`src/rtl/core/gbns_pkg.sv`:
```
`timescale 1ns / 1ps

package gbns_pkg;

  // Default sizing
  localparam int WINDOW_MAX_DEF = 16;
  localparam int SEQ_BITS_DEF   = 16;
  localparam int DATA_BITS_DEF  = 32;

  // Config register widths and reset values
  localparam int WS_BITS       = 5;
  localparam int TO_BITS       = 16;
  localparam int CFG_DATA_BITS = 16;
  localparam logic [WS_BITS-1:0] WS_RESET = 5'd4;
  localparam logic [TO_BITS-1:0] TO_RESET = 16'd100;

  // Config register indexes
  localparam logic CFG_IDX_WINDOW  = 1'b0;
  localparam logic CFG_IDX_TIMEOUT = 1'b1;

  // Request commands
  localparam logic [1:0] CMD_SEND = 2'd0;
  localparam logic [1:0] CMD_ACK  = 2'd1;
  localparam logic [1:0] CMD_TICK = 2'd2;

  // Result events
  localparam logic [2:0] EV_TX_NEW   = 3'd0;
  localparam logic [2:0] EV_REFUSED  = 3'd1;
  localparam logic [2:0] EV_RETX     = 3'd2;
  localparam logic [2:0] EV_ACK_OK   = 3'd3;
  localparam logic [2:0] EV_ACK_BAD  = 3'd4;
  localparam logic [2:0] EV_IGNORED  = 3'd5;

  typedef enum logic {
    ST_IDLE,
    ST_WALK
  } st_t;

  // Result queue status toward the control logic
  typedef struct packed {
    logic [1:0] cnt;
    logic       pop;
  } oq_stat_t;

endpackage

```
`src/rtl/core/gbns_ram.sv`:
```
`timescale 1ns / 1ps

module gbns_ram #(
  parameter int WIDTH = 32,
  parameter int DEPTH = 16
) (
  input  logic                                     clk,
  input  logic                                     we,
  input  logic [((DEPTH > 1) ? $clog2(DEPTH) : 1)-1:0] waddr,
  input  logic [WIDTH-1:0]                         wdata,
  input  logic                                     re,
  input  logic [((DEPTH > 1) ? $clog2(DEPTH) : 1)-1:0] raddr,
  output logic [WIDTH-1:0]                         rdata
);

  logic [WIDTH-1:0] mem_r [DEPTH];

  always_ff @(posedge clk) begin
    if (we) begin
      mem_r[waddr] <= wdata;
    end
    if (re) begin
      rdata <= mem_r[raddr];
    end
  end

endmodule

```
`src/rtl/core/gbns_out_q.sv`:
```
`timescale 1ns / 1ps

// Two-deep result queue; decouples result stall from request intake.
module gbns_out_q
  import gbns_pkg::*;
#(
  parameter int WIDTH = 8
) (
  input  logic             clk,
  input  logic             rst_n,
  input  logic             push,
  input  logic [WIDTH-1:0] push_data,
  input  logic             out_ready,
  output logic             out_valid,
  output logic [WIDTH-1:0] out_data,
  output oq_stat_t         stat
);

  logic [WIDTH-1:0] slot_r [2];
  logic             wr_ptr_r;
  logic             rd_ptr_r;
  logic [1:0]       cnt_r;
  logic             pop;

  assign out_valid = (cnt_r != 2'd0);
  assign pop       = out_valid && out_ready;
  assign out_data  = slot_r[rd_ptr_r];
  assign stat.cnt  = cnt_r;
  assign stat.pop  = pop;

  always_ff @(posedge clk) begin
    if (!rst_n) begin
      wr_ptr_r <= 1'b0;
      rd_ptr_r <= 1'b0;
      cnt_r    <= 2'd0;
    end else begin
      if (push) begin
        wr_ptr_r <= ~wr_ptr_r;
      end
      if (pop) begin
        rd_ptr_r <= ~rd_ptr_r;
      end
      cnt_r <= cnt_r + 2'(push) - 2'(pop);
    end
  end

  always_ff @(posedge clk) begin
    if (push) begin
      slot_r[wr_ptr_r] <= push_data;
    end
  end

endmodule

```
`src/rtl/core/go_back_n_sender_window_unit.sv`:
```
`timescale 1ns / 1ps

// Go-Back-N sender window. Requests on in_* are send (payload), ack (cumulative
// sequence number plus checksum flag) or timer tick; each yields one result on
// out_*, except a stale ack or a timer expiry with a non-empty window, which
// retransmits every held packet in order, one result each, tlast on the final.
// Sequence numbers start at 1, wrap at SEQ_BITS and compare in serial order.
// Payloads sit in a WINDOW_MAX-entry ring RAM (one write, one registered read).
// Flow: requests with one result each can follow
// back to back while the two-deep result queue has room. A retransmit of N
// packets walks the RAM read port one entry per cycle while the result queue
// has room, so input stays closed until the last entry's read data is queued.
// Config writes (cfg_we) are meant for idle periods only.
module go_back_n_sender_window_unit
  import gbns_pkg::*;
#(
  parameter int WINDOW_MAX = WINDOW_MAX_DEF,
  parameter int SEQ_BITS   = SEQ_BITS_DEF,
  parameter int DATA_BITS  = DATA_BITS_DEF
) (
  input  logic clk,
  input  logic rst_n,

  input  logic in_tvalid,
  output logic in_tready,
  // payload, ack_number, checksum_ok (LSB first), zero pad to bytes
  input  logic [((DATA_BITS + SEQ_BITS + 1 + 7) / 8) * 8 - 1:0] in_tdata,
  // command
  input  logic [1:0] in_tuser,

  output logic out_tvalid,
  input  logic out_tready,
  // seq_number, data_out, window_count, window_full (LSB first), zero pad
  output logic [((SEQ_BITS + DATA_BITS + $clog2(WINDOW_MAX + 1) + 1 + 7) / 8) * 8 - 1:0]
               out_tdata,
  // event_res
  output logic [2:0] out_tuser,
  output logic       out_tlast,

  input  logic                     cfg_we,
  input  logic                     cfg_index,
  input  logic [CFG_DATA_BITS-1:0] cfg_data
);

  localparam int CW  = $clog2(WINDOW_MAX + 1);            // entry count width
  localparam int IW  = (WINDOW_MAX > 1) ? $clog2(WINDOW_MAX) : 1;  // ring index
  localparam int EW  = (CW > WS_BITS) ? CW : WS_BITS;     // window compare width
  localparam int FW  = (SEQ_BITS > CW) ? SEQ_BITS : CW;   // free-count compare
  localparam int RW  = SEQ_BITS + DATA_BITS + CW + 1;     // tdata fields
  localparam int OTW = ((RW + 7) / 8) * 8;
  localparam int QW  = RW + 3 + 1;                        // + event + last

  // Request fields
  logic [DATA_BITS-1:0] in_payload;
  logic [SEQ_BITS-1:0]  in_ack;
  logic                 in_cs;

  assign in_payload = in_tdata[DATA_BITS-1:0];
  assign in_ack     = in_tdata[DATA_BITS +: SEQ_BITS];
  assign in_cs      = in_tdata[DATA_BITS + SEQ_BITS];

  // Config
  logic [WS_BITS-1:0] window_size_r;
  logic [TO_BITS-1:0] timeout_r;

  always_ff @(posedge clk) begin
    if (!rst_n) begin
      window_size_r <= WS_RESET;
      timeout_r     <= TO_RESET;
    end else if (cfg_we) begin
      case (cfg_index)
        CFG_IDX_WINDOW:  window_size_r <= cfg_data[WS_BITS-1:0];
        CFG_IDX_TIMEOUT: timeout_r     <= cfg_data[TO_BITS-1:0];
        default: ;
      endcase
    end
  end

  // Window state
  st_t                 st_r, st_nxt;
  logic [IW-1:0]       head_idx_r, head_idx_nxt;
  logic [IW-1:0]       tail_idx_r, tail_idx_nxt;
  logic [CW-1:0]       count_r, count_nxt;
  logic [SEQ_BITS-1:0] head_seq_r, head_seq_nxt;
  logic [SEQ_BITS-1:0] last_seq_r, last_seq_nxt;
  logic [TO_BITS-1:0]  timer_left_r, timer_left_nxt;
  logic                timer_run_r, timer_run_nxt;

  // Retransmit walk
  logic [IW-1:0]       walk_idx_r, walk_idx_nxt;
  logic [SEQ_BITS-1:0] walk_seq_r, walk_seq_nxt;
  logic [CW-1:0]       walk_left_r, walk_left_nxt;
  logic                rd_vld_r, rd_vld_nxt;
  logic [SEQ_BITS-1:0] rd_seq_r, rd_seq_nxt;
  logic                rd_last_r, rd_last_nxt;

  logic                 accept;
  logic                 walk_start;
  logic                 rd_issue;
  logic                 ram_we;
  logic [DATA_BITS-1:0] ram_rdata;

  oq_stat_t             q_stat;
  logic                 q_push;
  logic [QW-1:0]        q_push_data;
  logic [QW-1:0]        q_data;

  assign accept = in_tvalid && in_tready;

  // Effective window: 0 acts as 1, clamp to WINDOW_MAX
  logic [EW-1:0] ws_ext;
  logic [EW-1:0] eff_win;
  logic          cur_full;
  logic          single_full;

  assign ws_ext = EW'(window_size_r);

  always_comb begin
    if (ws_ext == '0) begin
      eff_win = EW'(1);
    end else if (ws_ext > EW'(WINDOW_MAX)) begin
      eff_win = EW'(WINDOW_MAX);
    end else begin
      eff_win = ws_ext;
    end
  end

  assign cur_full    = (EW'(count_r) >= eff_win);
  assign single_full = (EW'(count_nxt) >= eff_win);

  // Ack decode: serial distance both ways
  logic [SEQ_BITS-1:0] ack_dist;   // ack - head
  logic [SEQ_BITS-1:0] back_dist;  // head - ack
  logic                stale;
  logic [CW-1:0]       free_cnt;
  logic [CW:0]         head_sum;
  logic [IW-1:0]       head_adv;

  assign ack_dist  = in_ack - head_seq_r;
  assign back_dist = head_seq_r - in_ack;
  assign stale     = (count_r != '0) && (back_dist != '0) && !back_dist[SEQ_BITS-1];

  // Entries freed: head..ack, capped at the window fill
  always_comb begin
    if (ack_dist[SEQ_BITS-1]) begin
      free_cnt = '0;
    end else if (FW'(ack_dist) >= FW'(count_r)) begin
      free_cnt = count_r;
    end else begin
      free_cnt = CW'(FW'(ack_dist) + FW'(1));
    end
  end

  always_comb begin
    head_sum = (CW + 1)'(head_idx_r) + (CW + 1)'(free_cnt);
    if (head_sum >= (CW + 1)'(WINDOW_MAX)) begin
      head_sum = head_sum - (CW + 1)'(WINDOW_MAX);
    end
    head_adv = IW'(head_sum);
  end

  logic [IW-1:0] tail_inc;
  logic [IW-1:0] walk_inc;

  assign tail_inc = (tail_idx_r == IW'(WINDOW_MAX - 1)) ? '0 : tail_idx_r + IW'(1);
  assign walk_inc = (walk_idx_r == IW'(WINDOW_MAX - 1)) ? '0 : walk_idx_r + IW'(1);

  // Single-result fields
  logic [2:0]           single_ev;
  logic [SEQ_BITS-1:0]  single_seq;
  logic [DATA_BITS-1:0] single_data;

  always_comb begin
    head_idx_nxt   = head_idx_r;
    tail_idx_nxt   = tail_idx_r;
    count_nxt      = count_r;
    head_seq_nxt   = head_seq_r;
    last_seq_nxt   = last_seq_r;
    timer_left_nxt = timer_left_r;
    timer_run_nxt  = timer_run_r;
    walk_start     = 1'b0;
    ram_we         = 1'b0;
    single_ev      = EV_IGNORED;
    single_seq     = '0;
    single_data    = '0;

    if (accept) begin
      case (in_tuser)
        CMD_SEND: begin
          if (cur_full) begin
            single_ev = EV_REFUSED;
          end else begin
            ram_we         = 1'b1;
            last_seq_nxt   = last_seq_r + SEQ_BITS'(1);
            count_nxt      = count_r + CW'(1);
            tail_idx_nxt   = tail_inc;
            timer_left_nxt = timeout_r;
            timer_run_nxt  = 1'b1;
            single_ev      = EV_TX_NEW;
            single_seq     = last_seq_r + SEQ_BITS'(1);
            single_data    = in_payload;
          end
        end
        CMD_ACK: begin
          if (!in_cs) begin
            single_ev = EV_ACK_BAD;
          end else if (stale) begin
            walk_start = 1'b1;
          end else begin
            head_idx_nxt = head_adv;
            head_seq_nxt = head_seq_r + SEQ_BITS'(free_cnt);
            count_nxt    = count_r - free_cnt;
            single_ev    = EV_ACK_OK;
          end
        end
        CMD_TICK: begin
          if (timer_run_r) begin
            if (timer_left_r > TO_BITS'(1)) begin
              timer_left_nxt = timer_left_r - TO_BITS'(1);
            end else if (count_r != '0) begin
              // expiry: restart and resend the window
              timer_left_nxt = timeout_r;
              walk_start     = 1'b1;
            end else begin
              timer_left_nxt = '0;
              timer_run_nxt  = 1'b0;
            end
          end
        end
        default: ;
      endcase
    end
  end

  // Walk counters and read pipeline
  always_comb begin
    walk_idx_nxt  = walk_idx_r;
    walk_seq_nxt  = walk_seq_r;
    walk_left_nxt = walk_left_r;
    if (walk_start) begin
      walk_idx_nxt  = head_idx_r;
      walk_seq_nxt  = head_seq_r;
      walk_left_nxt = count_r;
    end else if (rd_issue) begin
      walk_idx_nxt  = walk_inc;
      walk_seq_nxt  = walk_seq_r + SEQ_BITS'(1);
      walk_left_nxt = walk_left_r - CW'(1);
    end
    rd_vld_nxt  = rd_issue;
    rd_seq_nxt  = walk_seq_r;
    rd_last_nxt = (walk_left_r == CW'(1));
  end

  // FSM: next state
  always_comb begin
    st_nxt = st_r;
    case (st_r)
      ST_IDLE: begin
        if (walk_start) begin
          st_nxt = ST_WALK;
        end
      end
      ST_WALK: begin
        if (rd_issue && (walk_left_r == CW'(1))) begin
          st_nxt = ST_IDLE;
        end
      end
      default: st_nxt = ST_IDLE;
    endcase
  end

  // FSM: outputs. A read is issued only when the queue can absorb its data.
  logic [2:0] q_used;
  assign q_used = {1'b0, q_stat.cnt} + 3'(rd_vld_r) - 3'(q_stat.pop);

  always_comb begin
    in_tready = 1'b0;
    rd_issue  = 1'b0;
    case (st_r)
      ST_IDLE: begin
        in_tready = !rd_vld_r && ((q_stat.cnt != 2'd2) || q_stat.pop);
      end
      ST_WALK: begin
        rd_issue = (q_used < 3'd2);
      end
      default: ;
    endcase
  end

  always_ff @(posedge clk) begin
    if (!rst_n) begin
      st_r         <= ST_IDLE;
      head_idx_r   <= '0;
      tail_idx_r   <= '0;
      count_r      <= '0;
      head_seq_r   <= SEQ_BITS'(1);
      last_seq_r   <= '0;
      timer_left_r <= '0;
      timer_run_r  <= 1'b0;
      walk_left_r  <= '0;
      rd_vld_r     <= 1'b0;
    end else begin
      st_r         <= st_nxt;
      head_idx_r   <= head_idx_nxt;
      tail_idx_r   <= tail_idx_nxt;
      count_r      <= count_nxt;
      head_seq_r   <= head_seq_nxt;
      last_seq_r   <= last_seq_nxt;
      timer_left_r <= timer_left_nxt;
      timer_run_r  <= timer_run_nxt;
      walk_left_r  <= walk_left_nxt;
      rd_vld_r     <= rd_vld_nxt;
    end
  end

  always_ff @(posedge clk) begin
    walk_idx_r <= walk_idx_nxt;
    walk_seq_r <= walk_seq_nxt;
    rd_seq_r   <= rd_seq_nxt;
    rd_last_r  <= rd_last_nxt;
  end

  // Payload ring
  gbns_ram #(
    .WIDTH (DATA_BITS),
    .DEPTH (WINDOW_MAX)
  ) u_ring (
    .clk   (clk),
    .we    (ram_we),
    .waddr (tail_idx_r),
    .wdata (in_payload),
    .re    (rd_issue),
    .raddr (walk_idx_r),
    .rdata (ram_rdata)
  );

  // Result push: walk data and single results never coincide
  assign q_push = (accept && !walk_start) || rd_vld_r;

  always_comb begin
    if (rd_vld_r) begin
      q_push_data = {rd_last_r, EV_RETX, cur_full, count_r, ram_rdata, rd_seq_r};
    end else begin
      q_push_data = {1'b1, single_ev, single_full, count_nxt, single_data, single_seq};
    end
  end

  gbns_out_q #(
    .WIDTH (QW)
  ) u_out_q (
    .clk       (clk),
    .rst_n     (rst_n),
    .push      (q_push),
    .push_data (q_push_data),
    .out_ready (out_tready),
    .out_valid (out_tvalid),
    .out_data  (q_data),
    .stat      (q_stat)
  );

  assign out_tdata = OTW'(q_data[RW-1:0]);
  assign out_tuser = q_data[RW +: 3];
  assign out_tlast = q_data[QW-1];

endmodule

```
`config.mk`:
```
export PLATFORM = sky130hd
export DESIGN_NAME = go_back_n_sender_window_unit
export DESIGN_NICKNAME = d
export VERILOG_FILES = /design/src/rtl/core/gbns_pkg.sv /design/src/rtl/core/gbns_ram.sv /design/src/rtl/core/gbns_out_q.sv /design/src/rtl/core/go_back_n_sender_window_unit.sv
export SDC_FILE = /design/constraint.sdc
export NUM_CORES = 1
export LEC_CHECK = 0
export ABC_AREA = 1
export BUFFER_PORTS_ARGS = -buffer_cell sky130_fd_sc_hd__buf_2
export CAP_MARGIN = 10
export CELL_PAD_IN_SITES_DETAIL_PLACEMENT = 2
export CELL_PAD_IN_SITES_GLOBAL_PLACEMENT = 2
export CORE_MARGIN = 1.5
export CORE_UTILIZATION = 46
export DETAILED_ROUTE_END_ITERATION = 6
export PLACE_DENSITY = 0.94
export SYNTH_ARGS = -nofsm -noshare
export SYNTH_HDL_FRONTEND = slang
export SYNTH_SLANG_ARGS = --single-unit
```
`constraint.sdc`:
```
create_clock -name clk -period 8.1 [get_ports clk]
set_input_delay 0.405 -clock clk [delete_from_list [all_inputs] [get_ports clk]]
set_output_delay 0.405 -clock clk [all_outputs]
set_load 0.01 [all_outputs]
```
==> impl_metrics.ini <==
[run_status]
status = completed

[worst_setup_path]
end_kind = flop
cp.required_ns = 8.47
cp-start-kind = flop
critPathMostFrequentCell = nand2_1
critPathMaxStageDelay_ns = 0.73
crit_type = reg -> reg
slowest_stage = a211oi_1
worstPathMaxFanout = 5
cp_data_arrival_time_ns = 7.64

[logic_synthesis]
netlist_area_mm2 = 0.0347
ys.flop_type = edfxtp_1
ys_async_sr_fraction_pct = 0
synth_top_area_share_pct = 58.8
ys_warn_count = 0
avgSynthCellArea_um2 = 11.7
postSynthCellCount = 2977
synth-seq-area-share_pct = 65.2
synth_top_cell_by_area = edfxtp_1
synth-edff-count = 680
yosys-top-cells-area = edfxtp_1 59%, dfxtp_1 6.5%, nand2_1 4.5%, nor2_1 3.5%, o21ai_0 2.9%
synth_cell_type_count = 59
synth_seq_cells = 792

[power]
pwr_density_cell_mw_per_mm2 = 250
finalPower_mw = 9.82
leakage_nw = 14.5
ir_drop_mv = 0.201

[drt]
drt-initial-drc-count = 4132
avgViaCountPerCell = 7.02
finalWirelength_um = 174000
drt_first_pass_iters = 5
routedWlPerCell_um = 42.1
ant_nets = 0
vias = 29100
drc = 0

[timing]
min_period_ns = 7.27
max_freq_ghz = 0.138
min_period_over_period_pct = 89.7
relSlewSlack_pct = 17.8
fin_skew_ns = 0.0633
final_hold_viol_count = 0
setup_slack_ns = 0.834
grt_setup_unrepaired = no
final_max_slew_viol_count = 0
tightestPinTransition_ns = 1.23
setup_viol_count_final = 0
finalSetupTns_ns = 0

[floorplanning]
die_y_um = 278
core-area_mm2 = 0.0746
placementRows = 100
ios = 142
die-area_mm2 = 0.0772
start_util_pct = 46.6
die_x_um = 278

[cells_and_area]
area_growth_pct = 13.1
fillCellCount = 7014
final_area_mm2 = 0.0393
regArea_mm2 = 0.0227
multi_input_area_mm2 = 0.0108
drive_gt1_share_pct = 13.6
nets = 3250

[clock_network]
cts_max_level = 3
cts_resized = 0
cts_buffer_depth = 3
cts_root_buf = clkbuf_16
clk_pin_slew_ns = 0.07
hold_buffers = 4
cts_sinks = 792
cts_made_buffers = 85
post_cts_buffers = 0
tritoncts = done
clk_latency_ns = 0.73

[flow_run]
maxCapViolCount = 0

[place]
dp_hpwl_um = 85100
dp_slack_ns = 1.72
gp_congestion = 0.875
numPortBuffers = 132
placedInstanceArea_mm2 = 0.0364

[global_route]
grt_usage_pct = 44.0
grt_overflow_total = 0
met3_usage_pct = 11.0
antenna_found_initial = 21
grt_use_met2_pct = 72.2
grt.busiest_layer = met2
grt_max_degree = 186
grt_pass1_vias = 31200
grtUsageMet1_pct = 49.6
grt_pass1_wl_um = 241000

[worst_hold_path]
hold_path.class = in -> reg
==> synthesized netlist by cell type, drive strengths merged (2+ instances only) <==
cell type,number
a211oi,5
a21o,3
a21oi,111
a31oi,11
and3,2
buf,40
clkbuf,108
clkinv,4
dfxtp,112
edfxtp,680
fa,5
ha,77
inv,222
mux2,58
mux2i,97
nand2,435
nand3,144
nand3b,3
nand4,19
nor2,336
nor3,20
nor4,2
o211ai,33
o21a,2
o21ai,235
o21bai,2
o221ai,97
o22ai,13
o311ai,2
o31ai,3
o32ai,30
or2,9
xnor2,12
xor2,36
==> placed cells by master, fill, tap and decap left out, types with 107 or more instances in the layout <==
master and instances:
buf_2 132, dfxtp_1 110, a21oi_1 107, inv_1 208, edfxtp_1 680, o21ai_0 204
nand3_1 143, nor2_1 308, nand2_1 421
==> path summary, 6_finish.rpt <==
path / start / to / slack [ns] / depth (start not counted)
max reg2reg: head_seq_r[0] / u_out_q.slot_r[1][53] / 0.83 / 30
min reg2reg: rd_seq_nxt[15] / rd_seq_r[15] / 0.45 / 0
min: cfg_data[0] / window_size_r[0] / 0.03 / 3
max: head_seq_r[0] / u_out_q.slot_r[1][53] / 0.83 / 30
==> metrics by stage <==
stage	utilization (%)	hold WS (ns)	std cells
6_report	52.7	0.0288	4140
5_1_grt	52.7	0.0621	4132
4_1_cts	52.6	0.0115	4128
3_5_place_dp	48.9	0.411	3965
3_3_place_gp	48.9	0.393	3965
2_1_floorplan	-	0.368	2978
==> flip-flops by register name, summed over array words and instances (netlist names), 2 cells and up, named ones only <==
name / cells
count_r: 5
head_idx_r: 4
head_seq_r: 16
last_seq_r: 16
rd_seq_nxt: 16
rd_seq_r: 16
tail_idx_r: 4
timeout_r: 16
timer_left_r: 16
u_out_q.cnt_r: 2
u_out_q.slot_r: 116
u_ring.mem_r: 512
u_ring.rdata: 32
walk_idx_r: 4
walk_left_r: 5
window_size_r: 5
==> kinds of logic after synthesis <==
kind of cell    after synthesis  synth area share [%]
fa+ha+maj                    82                  3.06
other cells                   1                0.0108
flops                       792                  65.2
mux                         155                  4.67
xor+xnor                     48                  1.21
compound gates              552                  9.94
buf+inv                     374                  4.19
simple gates                973                  11.7
==> metal layers <==
layer	wire, um	vias to the layer above	part of all wire, %
met3	17500	974	10
met4	16300	18	9.3
li1	-	10900	-
met5	133	-	0.076
met1	59100	14600	34
met2	81400	2517	47
==> critical path, delay by kind of cell (launching register included) <==
kind / cells / cell delay [ns]
xor gates and xnor gates: 2 / 0.52
buffers and inverters: 5 / 0.95
AOI/OAI and AO/OA: 6 / 1.63
DFF: 1 / 0.42
adders and majority gates: 5 / 1.74
and+or+nand+nor: 12 / 1.65
==> power by group <==
group / switching [mW] / internal [mW] / total (mW)
Clock: 2.06 / 2.18 / 4.24
Combinational: 0.691 / 0.286 / 0.977
Sequential: 0.0733 / 4.53 / 4.60
==> layout make-up <==
class | count | area share [%]
inverter | 226 | 2.17
multi-input combinational | 1812 | 27.4
clock inverter | 48 | 1.24
timing repair buffer | 171 | 2.54
clock buffer | 111 | 5.77
tap | 969 | 3.09
sequential | 792 | 57.7
antenna | 11 | 0.0701
(Power assumes the default switching activity.)
